$ cat config.mk
export PLATFORM = sky130hd
export DESIGN_NAME = frc_ctrl
export DESIGN_NICKNAME = d
export VERILOG_FILES = /design/src/hw/rtl/frc_pkg.sv /design/src/hw/rtl/frc_ctrl.sv
export SDC_FILE = /design/constraint.sdc
export NUM_CORES = 1
export LEC_CHECK = 0
export ABC_AREA = 1
export BUFFER_PORTS_ARGS = -buffer_cell sky130_fd_sc_hd__buf_2
export CAP_MARGIN = 10
export CORE_AREA = 8 8 45 47
export DETAILED_ROUTE_END_ITERATION = 8
export DIE_AREA = 0 0 53 55
export PLACE_DENSITY = 0.3
export SETUP_SLACK_MARGIN = 0.02
export SYNTH_ARGS = -nofsm -noshare
export SYNTH_HDL_FRONTEND = slang
export SYNTH_SLANG_ARGS = --single-unit
$ cat constraint.sdc
create_clock -name clk -period 0.95 [get_ports clk]
set_input_delay 0.1425 -clock clk [delete_from_list [all_inputs] [get_ports clk]]
set_output_delay 0.1425 -clock clk [all_outputs]
set_load 0.005 [all_outputs]
$ cat src/hw/rtl/frc_pkg.sv
// frc_pkg: shared types and constants for the frame rotate/flip/crop engine
// used by frc_ctrl, frc_dp and the top level; depends on nothing

package frc_pkg;

  // frame memory geometry
  localparam int MAX_WIDTH  = 256;
  localparam int MAX_HEIGHT = 256;
  localparam int COL_W      = $clog2(MAX_WIDTH);
  localparam int ROW_W      = $clog2(MAX_HEIGHT);
  localparam int ADDR_W     = ROW_W + COL_W;
  localparam int DEPTH      = MAX_WIDTH * MAX_HEIGHT;

  // field widths
  localparam int DIM_W  = 9;
  localparam int PIX_W  = 8;
  localparam int IDX_W  = 3;
  localparam int CFG_DW = 9;

  // register indexes
  localparam logic [IDX_W-1:0] REG_MODE        = 3'd0;
  localparam logic [IDX_W-1:0] REG_FRAME_W     = 3'd1;
  localparam logic [IDX_W-1:0] REG_FRAME_H     = 3'd2;
  localparam logic [IDX_W-1:0] REG_MAX_VALUE   = 3'd3;
  localparam logic [IDX_W-1:0] REG_CROP_LEFT   = 3'd4;
  localparam logic [IDX_W-1:0] REG_CROP_TOP    = 3'd5;
  localparam logic [IDX_W-1:0] REG_CROP_RIGHT  = 3'd6;
  localparam logic [IDX_W-1:0] REG_CROP_BOTTOM = 3'd7;

  typedef enum logic [2:0] {
    MODE_PASS,
    MODE_THRESH,
    MODE_NEG,
    MODE_ROT_L,
    MODE_ROT_R,
    MODE_VFLIP,
    MODE_MIRROR,
    MODE_CROP
  } mode_t;

  typedef enum logic [1:0] {
    STAT_OK,
    STAT_CLAMP,
    STAT_CROP_BAD,
    STAT_PAST_END
  } status_t;

  typedef enum logic {
    OP_LOAD,
    OP_FETCH
  } op_t;

  typedef enum logic {
    S_IDLE,
    S_READ
  } state_t;

  // controller to datapath commands
  typedef struct packed {
    logic load;
    logic fetch;
    logic emit;
  } dp_cmd_t;

endpackage

$ cat src/hw/rtl/frc_ctrl.sv
// frc_ctrl: handshake controller and sequencer of the frame engine
// depends on frc_pkg

module frc_ctrl (
  input  logic              clk,
  input  logic              rst_n,
  input  logic              in_valid,
  output logic              in_ready,
  input  logic              in_operation,
  output logic              out_valid,
  input  logic              out_ready,
  output frc_pkg::dp_cmd_t  cmd
);

  frc_pkg::state_t state_r, state_nxt;
  logic            out_valid_r, out_valid_nxt;
  logic            accept;
  logic            is_fetch;

  // an item enters out of reset when idle and the output register is free or draining
  assign in_ready = rst_n && (state_r == frc_pkg::S_IDLE) && (!out_valid_r || out_ready);
  assign accept   = in_valid && in_ready;
  assign is_fetch = (frc_pkg::op_t'(in_operation) == frc_pkg::OP_FETCH);

  // next state
  always_comb begin
    state_nxt = state_r;
    unique case (state_r)
      frc_pkg::S_IDLE: begin
        if (accept && is_fetch) begin
          state_nxt = frc_pkg::S_READ;
        end
      end
      frc_pkg::S_READ: begin
        state_nxt = frc_pkg::S_IDLE;
      end
      default: begin
        state_nxt = frc_pkg::S_IDLE;
      end
    endcase
  end

  // datapath commands
  always_comb begin
    cmd.load  = 1'b0;
    cmd.fetch = 1'b0;
    cmd.emit  = 1'b0;
    unique case (state_r)
      frc_pkg::S_IDLE: begin
        cmd.load  = accept && !is_fetch;
        cmd.fetch = accept && is_fetch;
      end
      frc_pkg::S_READ: begin
        cmd.emit = 1'b1;
      end
      default: begin
        cmd.emit = 1'b0;
      end
    endcase
  end

  // output valid flag
  always_comb begin
    priority if (cmd.load || cmd.emit) begin
      out_valid_nxt = 1'b1;
    end else if (out_ready) begin
      out_valid_nxt = 1'b0;
    end else begin
      out_valid_nxt = out_valid_r;
    end
  end

  always_ff @(posedge clk) begin
    if (!rst_n) begin
      state_r     <= frc_pkg::S_IDLE;
      out_valid_r <= 1'b0;
    end else begin
      state_r     <= state_nxt;
      out_valid_r <= out_valid_nxt;
    end
  end

  assign out_valid = out_valid_r;

`ifndef NO_ASSERTIONS
  // output register is free when the memory data comes back
  a_read_slot_free: assert property (@(posedge clk) disable iff (!rst_n)
    state_r == frc_pkg::S_READ |-> !out_valid_r)
    else $error("output register busy during read");

  // a read cycle always produces an item
  a_read_emits: assert property (@(posedge clk) disable iff (!rst_n)
    state_r == frc_pkg::S_READ |=> out_valid_r)
    else $error("read cycle did not produce an item");

  // a fetch blocks input for its read cycle
  a_fetch_blocks: assert property (@(posedge clk) disable iff (!rst_n)
    (accept && is_fetch) |=> (state_r == frc_pkg::S_READ && !in_ready))
    else $error("fetch did not enter read cycle");
`endif

endmodule

; After elaboration in Yosys (flattened, before gate mapping)
; Cells that the tools add are included.
[totals]
word_cells = 19
n_memories = 0
inputBits = 5
output_inout_bits = 5
latchBits = 0
mem_bits_rw = 0
ff_bits = 2
romBits = 0
[classes]
n_eq_ne = 0
reduce_logical = 10
n_div = 0
magnitude_cmp = 0
n_mul = 0
addsub = 0
n_bitwise = 1
muxes = 6
shift = 0
[op_table]
columns = cell, n
row1 = $logic_and 1x1->1, 5
row2 = $mux 1, 4
row3 = $logic_not 1->1, 2
row4 = $logic_or 1x1->1, 2
row5 = $mux 2, 1
row6 = $pmux 1 s2, 1
row7 = $reduce_bool 2->1, 1
row8 = $not 1->1, 1

; Longest topological paths before layout
; Gate-level depths: netlist of the first run.
[logic_depth]
word_depth = 8
mapped_depth = 5
ltp_nobuf = 5

; Worst setup path after synthesis of the first run
; No wires, ideal clock.
[synth_path]
kind = reg2out
from = register state_r
to = output cmd[1] in the netlist's numbering
path_stages_with_launch = 5
arrival_time_ps = 711
n_path_buf = 0
path_slack_ps = 96
cell_sequence = dfxtp_1 > nor2_4 > and2_4 > nand2_2 > nor2_1
[synth_rtl]
columns = item, line_no
row1 = "start, declared", frc_ctrl.sv:15  ; frc_pkg::state_t state_r, state_nxt;
row2 = "start signal, assigned", frc_ctrl.sv:75  ; state_r <= frc_pkg::S_IDLE;
row3 = "start signal, assigned", frc_ctrl.sv:78  ; state_r <= state_nxt;
row4 = "end, declared", frc_ctrl.sv:12  ; output frc_pkg::dp_cmd_t cmd

==> results of run 1 <==
[timing repair]
item | 4_1_cts | 5_1_grt
gates resized for setup | 5 | 3
setup buffers | 2 | 0
pin swaps | 4 | 2
cloned | 0 | 0
setup endpoints to repair | 4 | 5
[state kept, by name, indices dropped and copies added (netlist names)]
register   flops
out_valid      1
state_r        1
[synth_stat cells]
cell type and count:
nand4_1 1, nor2_4 1, buf_4 1, nor2_1 2, and2_4 1, inv_2 1, nand2_2 1, dfxtp_1 2
nand2_1 1, inv_1 3, a21oi_1 2
[cell type report]
cell class | count | area, um2 | share of cell area, %
timing repair buffer | 12 | 90.1 | 36.2
inverter | 4 | 15.0 | 6.03
multi-input combinational | 9 | 58.8 | 23.6
sequential | 2 | 42.5 | 17.1
clock buffer | 3 | 22.5 | 9.05
tap | 16 | 20.0 | 8.04
[through the flow]
step	instance area (um2)	setup slack, ps	setup TNS (ps)
final	249	-196	-482
after global routing	249	-273	-656
after CTS	236	-228	-534
after detailed placement	181	-3.66	-3.66
after global placement	181	19.0	0
after floorplan	116	96.0	0
[worst min-delay path: stages]
cell	delay, ps
buf_2	100
inv_2	70
a21oi_1	40
[per-layer routing]
| layer | GRT usage (%) | routed length (um) | part of all wire [%] |
|---|---|---|---|
| met5 | 0 | 0 | 0 |
| met4 | 0 | 0 | 0 |
| met3 | 5.61 | 129 | 34 |
| met2 | 2.15 | 85 | 22 |
| met1 | 2.88 | 169 | 44 |
[kinds of logic after synthesis]
logic type	after synthesis
AOI/OAI and AO/OA	2
buffers and inverters	5
and+or+nand+nor	7
DFF	2
[cell usage in the layout, fill, tap and decap left out, drive strengths merged]
cell    instances
clkbuf          3
dfxtp           2
nand2           2
a21oi           2
nor2            3
inv             4
and2            1
buf            12
nand4           1
[power by group]
group / switching [mW] / internal [mW]
Clock: 0.0475 / 0.139
Combinational: 0.0297 / 0.0454
Sequential: 0.00407 / 0.0903
[path summary, 6_finish.rpt]
kind                            end  slack (ps)  cells after the start
max                          cmd[1]        -200                      5
min          out_valid$_SDFFE_PN0P_         170                      3
max reg2reg  out_valid$_SDFFE_PN0P_         190                      3
min reg2reg  out_valid$_SDFFE_PN0P_         590                      3
==> out/results.txt, run 1 <==
Diodes inserted -> 0
clk sinks -> 2
Synth Warn # -> 0
final hold violations -> 0
maximum root-to-sink buffer count -> 2
hold path start -> rst_n
Synth Area in Simple Gates -> 37.6%
CTS Buf Count -> 3
Worst Slack Setup Final -> -196 ps
Cell variety after synth -> 11
CORE AREA -> 0.00138 mm2
Setup crit start kind -> register
number of top-level pins -> 10
DRC violations left -> 0
WL per Instance -> 8.35 um
cell taking the most area after synthesis -> dfxtp_1
largest family of logic cells by synthesized area -> simple AND/OR/NAND/NOR gates
Clock Tree Root -> clkbuf_4
largest net degree at the start of global routing -> 4
Max-slew headroom -> 92.4%
Mapped Area -> 116 um2
PD cells -> 1430 mW/mm2
Starting Density -> 8.41%
DRT iter0 DRCs -> 4
mux share of post-synthesis cell area -> 0%
clock latency on the worst-skew pair -> 220 ps
vias per cell -> 3.11
WP buf/inv -> 1
Synth area leaders -> dfxtp_1, inv_1, nor2_4
failing checks -> setup timing
Die ar. -> 0.00292 mm2
status -> finished, violations left
PortBufs -> 9
slowest cell delay on critical path -> 320 ps
Hold Slack -> 171 ps
die width -> 53 um
RSZ-0062 raised after global routing -> true
initial antenna violation count -> 0
max cap viols -> 0
critical path's slowest cell -> dfxtp_2
Crit. Startpoint -> state_r$_SDFF_PP0_
dpl hpwl -> 314 um
Post-Synth Adder-Cell Area -> 0%
#FFs+latches synth -> 2
GP Congestion -> 0.593
post-layout min period -> 1150 ps
Final setup viols -> 3
post-layout net count -> 37
Slew @ Worst Pin -> 114 ps
number of cells produced by synthesis -> 16
syn_area_per_cell -> 7.27 um2
Post-Route Utilization -> 18.0%
Crit Path Class -> register to output pin
vias in the first global route -> 132
leakage power -> 0.135 nW
Compound-Gate Fraction of Synth Area -> 8.60%
post-route ant nets -> 0
CTS tree -> done
layout cells sized above 1 -> 76.7%
WP data required -> 810 ps
Worst Path Max Fanout -> 2
dpl cells -> 41
area grow syn2layout -> 114%
Worst path top cell family by delay -> simple AND/OR/NAND/NOR gates
Fillers -> 157
hold buffers post-CTS -> 0
Setup crit end kind -> output pin
total congestion overflow -> 0
Reg clk slew, reported paths -> 30 ps
Seq/Total Area, Yosys -> 34.4%
Global Route Usage Sum -> 2.78%
skew final -> 5.12 ps
PnR Total Power -> 356 uW
row count -> 14
H-tree depth -> 1
Routed Wire Length -> 384 um
fin cells -> 46
critical path cell sequence -> nor2_4 > and2_4 > nand2_2 > nor2_2 > buf_2
Min-Delay Path Class -> primary input to register
1st-pass router iterations -> 2
period utilization -> 121%
Worst Path Arrival -> 1000 ps
post-synth net total -> 21
Synth Area in XOR/XNOR -> 0%
fin. max-slew vios -> 0
Max VDD drop -> 0.822 mV
FF-to-FF Start -> state_r$_SDFF_PP0_
die height -> 55 um
f_max -> 0.873 GHz
global-route wire length before repair -> 538 um
Via Count -> 143
post-synth top area share -> 34.4%
(Power assumes the default switching activity.)
==> run 2, diff against run 1 <==
- PLACE_DENSITY: 0.3 -> 0.32
==> out/results.txt, run 2 (synthesis gave the netlist of run 1 again) <==
PnR Total Power -> 350 uW (was 356 uW)
WP data required -> 810 ps (about the same)
period utilization -> 123% (was 121%)
Fillers -> 165 (was 157)
Max VDD drop -> 0.532 mV (was 0.822 mV)
Via Count -> 143 (unchanged)
GP Congestion -> 0.573 (was 0.593)
max cap viols -> 0 (unchanged)
sequential share of power -> 26.8% (was 26.5%)
CTS Buf Count -> 3 (unchanged)
CORE AREA -> 0.00138 mm2 (unchanged)
die width -> 53 um (unchanged)
hold path start -> in_operation (was rst_n)
PD cells -> 1470 mW/mm2 (was 1430 mW/mm2)
WHS Endpoint -> state_r$_SDFF_PP0_ (was out_valid$_SDFFE_PN0P_)
H-tree depth -> 1 (unchanged)
worst slack, placed -> -8.17 ps (was -3.66 ps)
P_int -> 270 uW (was 275 uW)
total congestion overflow -> 0 (unchanged)
status -> finished, violations left (unchanged)
most common cell after layout, fill and taps aside -> buf_2 (unchanged)
hold buffers post-CTS -> 0 (unchanged)
Setup crit start kind -> register (unchanged)
dpl hpwl -> 316 um (was 314 um)
failing checks -> setup timing (unchanged)
skew final -> 2.48 ps (was 5.12 ps)
layout cells sized above 1 -> 70.0% (was 76.7%)
final hold violations -> 0 (unchanged)
R2R setup slack -> 190 ps (about the same)
multi-input logic area -> 53.8 um2 (was 58.8 um2)
clock share of power -> 53.8% (was 52.4%)
Global Route Usage Sum -> 3.06% (was 2.78%)
leakage power -> 0.132 nW (was 0.135 nW)
clk sinks -> 2 (unchanged)
WP buf/inv -> 2 (was 1)
register area -> 42.5 um2 (unchanged)
number of top-level pins -> 10 (unchanged)
global-route wire length before repair -> 552 um (was 538 um)
vias in the first global route -> 139 (was 132)
vias per cell -> 3.11 (unchanged)
die height -> 55 um (unchanged)
Worst Path Max Fanout -> 2 (unchanged)
Diodes inserted -> 0 (unchanged)
post-layout min period -> 1170 ps (was 1150 ps)
critical path cell sequence -> nand2_1 > and2_4 > buf_4 > buf_2 (was nor2_4 > and2_4 > nand2_2 > nor2_2 > buf_2)
Worst Path Arrival -> 1020 ps (was 1000 ps)
Max-slew headroom -> 92.5% (was 92.4%)
Setup crit end kind -> output pin (unchanged)
Worst Slack Setup Final -> -216 ps (was -196 ps)
Hold Path Stages -> 3 (unchanged)
initial antenna violation count -> 0 (unchanged)
Starting Density -> 8.41% (unchanged)
FF-to-FF Start -> out_valid$_SDFFE_PN0P_ (was state_r$_SDFF_PP0_)
DRT iter0 DRCs -> 0 (was 4)
commonest non-fill, non-tap cells in the layout -> buf_2, inv_1, clkbuf_4, buf_6 (was buf_2, buf_6, inv_1, clkbuf_4)
Crit Path Class -> register to output pin (unchanged)
WL per Instance -> 8.13 um (was 8.35 um)
Slew @ Worst Pin -> 111 ps (was 114 ps)
largest net degree at the start of global routing -> 4 (unchanged)
row count -> 14 (unchanged)
Final setup viols -> 3 (unchanged)
Worst path top cell family by delay -> flip-flops (was simple AND/OR/NAND/NOR gates)
clock latency on the worst-skew pair -> 230 ps (was 220 ps)
post-layout net count -> 37 (unchanged)
Min-Delay Path Class -> primary input to register (unchanged)
maximum root-to-sink buffer count -> 2 (unchanged)
slowest cell delay on critical path -> 320 ps (about the same)
worst-case reg-to-reg path depth -> 4 (was 3)
f_max -> 0.857 GHz (was 0.873 GHz)
DRC violations left -> 0 (unchanged)
post-route ant nets -> 0 (unchanged)
Die ar. -> 0.00292 mm2 (unchanged)
Clock Tree Root -> clkbuf_4 (unchanged)
Reg clk slew, reported paths -> 30 ps (about the same)
1st-pass router iterations -> 1 (was 2)
Routed Wire Length -> 374 um (was 384 um)
CTS tree -> done (unchanged)
Switching Share -> 22.7% (was 22.8%)
PortBufs -> 9 (unchanged)
RSZ-0062 raised after global routing -> true (unchanged)
combinational group share of total power -> 19.4% (was 21.1%)
critical path's slowest cell -> dfxtp_2 (unchanged)
area grow syn2layout -> 104% (was 114%)
fin. max-slew vios -> 0 (unchanged)
Net Switching -> 79.4 uW (was 81.3 uW)
Reg-to-Reg End -> state_r$_SDFF_PP0_ (was out_valid$_SDFFE_PN0P_)
==> run 2: metrics by stage <==
step	utilization (%)	setup TNS [ps]	instances	cell area, um2	hold WS, ps
after floorplan	-	0	16	116	270
after global placement	13.7	-9.45	42	189	402
after detailed placement	13.7	-8.17	42	189	395
after CTS	16.5	-556	46	228	154
after global routing	17.2	-714	46	238	161
final	17.2	-538	46	238	161
==> run 2: worst max-delay path by stage <==
stage                     depth (start not counted)  slack, ps              startpoint        to
after floorplan                                   4        100      state_r$_SDFF_PP0_    cmd[1]
after global placement                            5         -9      state_r$_SDFF_PP0_    cmd[1]
after detailed placement                          5         -8      state_r$_SDFF_PP0_    cmd[1]
after CTS                                         5       -230      state_r$_SDFF_PP0_    cmd[1]
after global routing                              5       -270      state_r$_SDFF_PP0_    cmd[1]
final                                             4       -220  out_valid$_SDFFE_PN0P_  in_ready
==> run 2: worst min-delay path, stage by stage <==
cell and delay, ps:
buf_2 70, inv_1 50, nor2_1 80
==> run 2: power by group through the flow <==
| stage | Combinational, mW | Clock [mW] | Sequential [mW] |
|---|---|---|---|
| after global routing | 0.0749 | 0.210 | 0.0944 |
| after floorplan | 0.0273 | 0 | 0.0944 |
| after global placement | 0.0565 | 0 | 0.0936 |
| after detailed placement | 0.0564 | 0 | 0.0933 |
| after CTS | 0.0637 | 0.202 | 0.0931 |
| final | 0.0678 | 0.188 | 0.0938 |
==> run 2: cell type report <==
type,instances,area share (%)
Clock buffer,3,9.47
Multi-Input combinational cell,9,22.6
Timing Repair Buffer,12,35.3
Tap cell,16,8.42
Inverter,4,6.32
Sequential cell,2,17.9
==> run 2: per-layer routing <==
| layer | vias to the layer above | track usage, % | share of wire (%) |
|---|---|---|---|
| met2 | 12 | 1.95 | 22 |
| met3 | 0 | 5.88 | 28 |
| met4 | 0 | 1.29 | 0 |
| met5 | - | 0 | 0 |
| met1 | 55 | 3.18 | 50 |
| li1 | 76 | - | - |
==> run 2: repair_timing <==
item | 4_1_cts | 5_1_grt
endpoints found under the hold margin | 0 | 0
gates resized for setup | 3 | 2
buffers inserted | 1 | 0
setup endpoints to repair | 4 | 5
pin swaps | 3 | 1
cloned | 0 | 0
==> run 3, diff against run 2 <==
--- a/config.mk
+++ b/config.mk
@@ -7,3 +7,2 @@
 export LEC_CHECK = 0
-export ABC_AREA = 1
 export BUFFER_PORTS_ARGS = -buffer_cell sky130_fd_sc_hd__buf_2
@@ -13,3 +12,3 @@
 export DIE_AREA = 0 0 53 55
-export PLACE_DENSITY = 0.32
+export PLACE_DENSITY = 0.33
 export SETUP_SLACK_MARGIN = 0.02
==> constraint.sdc (replaced) <==
create_clock -name clk -period 0.95 [get_ports clk]
set_input_delay 0.19 -clock clk [delete_from_list [all_inputs] [get_ports clk]]
set_output_delay 0.19 -clock clk [all_outputs]
set_load 0.005 [all_outputs]
==> out/results.txt, run 3 <==
Main synth FF type -> dfxtp_1 (unchanged)
Max-slew headroom -> 90.8% (was 92.5%)
M3 GR Usage -> 4.28% (was 5.88%)
largest net degree at the start of global routing -> 5 (was 4)
Max VDD drop -> 0.775 mV (was 0.532 mV)
PortBufs -> 9 (unchanged)
Mapped Area -> 120 um2 (was 116 um2)
worst-case reg-to-reg path depth -> 3 (was 4)
WL per Instance -> 9.24 um (was 8.13 um)
met1 Use GR -> 4.09% (was 3.18%)
Synth Warn # -> 0 (unchanged)
Fillers -> 160 (was 165)
Seq/Total Area, Yosys -> 33.3% (was 34.4%)
initial antenna violation count -> 0 (unchanged)
Post-synth top cells -> dfxtp_1, nor3_1 (was inv_1, a21oi_1, dfxtp_1, nor2_1)
fin cells -> 41 (was 46)
dpl hpwl -> 318 um (was 316 um)
period utilization -> 120% (was 123%)
fin. max-slew vios -> 0 (unchanged)
Worst Slack Setup Final -> -192 ps (was -216 ps)
failing checks -> setup timing (unchanged)
max cap viols -> 0 (unchanged)
Worst Path Arrival -> 950 ps (was 1020 ps)
Setup crit start kind -> register (unchanged)
Die ar. -> 0.00292 mm2 (unchanged)
DRT iter0 DRCs -> 0 (unchanged)
f_max -> 0.875 GHz (was 0.857 GHz)
PD cells -> 1460 mW/mm2 (was 1470 mW/mm2)
1st-pass router iterations -> 1 (unchanged)
post-layout net count -> 32 (was 37)
most common cell after layout, fill and taps aside -> buf_2 (unchanged)
clock latency on the worst-skew pair -> 220 ps (was 230 ps)
#FFs+latches synth -> 2 (unchanged)
total congestion overflow -> 0 (unchanged)
DRC violations left -> 0 (unchanged)
Post-Route Utilization -> 16.8% (was 17.2%)
GR Layer Usage met2 -> 3.52% (was 1.95%)
hold buffers post-CTS -> 0 (unchanged)
global-route wire length before repair -> 648 um (was 552 um)
CTS tree -> done (unchanged)
row count -> 14 (unchanged)
Min-Delay Path Class -> primary input to register (unchanged)
Clock Tree Root -> clkbuf_4 (unchanged)
post-synthesis async set-or-reset flop share -> 0% (unchanged)
Starting Density -> 8.68% (was 8.41%)
number of top-level pins -> 10 (unchanged)
Hold Path Stages -> 2 (was 3)
Synth area leaders -> dfxtp_1, nand2b_4, nor2b_4 (was dfxtp_1, inv_1, nor2_4)
R2R setup slack -> 30 ps (was 190 ps)
commonest non-fill, non-tap cells in the layout -> buf_2, clkbuf_4, dfxtp_2, buf_6 (was buf_2, inv_1, clkbuf_4, buf_6)
Diodes inserted -> 0 (unchanged)
Global Route Usage Sum -> 3.33% (was 3.06%)
Crit Path Class -> register to output pin (unchanged)
layout cells sized above 1 -> 80.0% (was 70.0%)
WHS Endpoint -> out_valid$_SDFFE_PN0P_ (was state_r$_SDFF_PP0_)
die width -> 53 um (unchanged)
Reg clk slew, reported paths -> 30 ps (about the same)
hold path start -> rst_n (was in_operation)
Slew @ Worst Pin -> 137 ps (was 111 ps)
CTS Buf Count -> 3 (unchanged)
critical path's slowest cell -> dfxtp_2 (unchanged)
Worst Path Max Fanout -> 4 (was 2)
vias per cell -> 3.07 (was 3.11)
post-layout min period -> 1140 ps (was 1170 ps)
RSZ-0062 raised after global routing -> true (unchanged)
post-synth top area share -> 33.3% (was 34.4%)
final hold violations -> 0 (unchanged)
critical path cell sequence -> nor2b_4 > nor3b_2 > buf_2 (was nand2_1 > and2_4 > buf_4 > buf_2)
number of cells produced by synthesis -> 12 (was 16)
status -> finished, violations left (unchanged)
WP data required -> 760 ps (was 810 ps)
leakage power -> 0.109 nW (was 0.132 nW)
vias in the first global route -> 147 (was 139)
maximum root-to-sink buffer count -> 2 (unchanged)
die height -> 55 um (unchanged)
Setup crit end kind -> output pin (unchanged)
dpl cells -> 37 (was 42)
H-tree depth -> 1 (unchanged)
Cell variety after synth -> 10 (was 11)
post-synth net total -> 17 (was 21)
slowest cell delay on critical path -> 310 ps (was 320 ps)
Reg-to-Reg End -> out_valid$_SDFFE_PN0P_ (was state_r$_SDFF_PP0_)
Final setup viols -> 3 (unchanged)
CORE AREA -> 0.00138 mm2 (unchanged)
GP Congestion -> 0.558 (was 0.573)
area grow syn2layout -> 93.8% (was 104%)
EDFF count, synth -> 0 (unchanged)
FF-to-FF Start -> out_valid$_SDFFE_PN0P_ (unchanged)
post-route ant nets -> 0 (unchanged)
TNS Setup -> -510 ps (was -538 ps)
skew final -> 4.63 ps (was 2.48 ps)
cell taking the most area after synthesis -> dfxtp_1 (unchanged)
Via Count -> 126 (was 143)
clk sinks -> 2 (unchanged)
gr busiest metal -> met3 (unchanged)
syn_area_per_cell -> 10.0 um2 (was 7.27 um2)
Routed Wire Length -> 379 um (was 374 um)
run 3: cell count changes in the layout (fill, tap and decap cells not counted), sizes merged, moves of 2 or more:
cell	change
inv	-4
a21oi	-2
nor2	-2
nor2b	+2
nor3	+2
run 3: power breakdown:
group,total [mW],switching [mW],leakage (nW),internal (mW)
combinational,0.0613,0.0257,0.0782,0.0356
clock,0.185,0.0461,0.0138,0.139
sequential,0.0928,0.00223,0.0172,0.0906
total,0.339,0.0741,0.109,0.265
run 3: kinds of logic after synthesis:
group	count (synthesis)	share of synthesized area [%]
AOI/OAI and AO/OA	1	7.29
buffers and inverters	1	6.25
and+or+nand+nor	8	53.1
DFF	2	33.3
run 3: how the worst max path moves through the flow:
stage | from | endpoint
2_1_floorplan | out_valid$_SDFFE_PN0P_ | cmd[1]
3_3_place_gp | in_valid | cmd[2]
3_5_place_dp | in_operation | cmd[2]
4_1_cts | state_r$_SDFF_PP0_ | cmd[2]
5_1_grt | state_r$_SDFF_PP0_ | cmd[2]
6_report | out_valid$_SDFFE_PN0P_ | cmd[2]
run 3: repair_timing:
item,CTS,global route
resized for setup,3,2
setup endpoints to repair,4,5
buffers inserted,1,0
pin swaps,1,1
run 3: layout make-up:
class	instances	area (um2)	area share (%)
well taps	16	20.0	8.60
clock buffers	3	22.5	9.68
flip-flops and latches	2	42.5	18.3
multi-input cells	9	77.6	33.3
repair buffers	11	70.1	30.1
run 3: critical path, delay by kind of cell, from the launching register on:
kind,cells,cell delay [ps]
buffers and inverters,1,130
DFF,1,310
and+or+nand+nor,2,290
run 3: layer usage:
layer	wire length (um)	up-vias
met5	0	-
met4	0	0
met3	44	0
met2	98	9
met1	236	50
li1	-	67
run 3: through the flow:
stage / instance area (um2) / power [mW] / hold slack (ps) / setup WS [ps]
floorplan: 120 / 0.120 / 318 / 114
global placement: 185 / 0.147 / 462 / 25.1
detailed placement: 185 / 0.147 / 460 / 2.52
CTS: 228 / 0.351 / 219 / -210
global route: 233 / 0.367 / 221 / -270
finish: 233 / 0.339 / 219 / -192
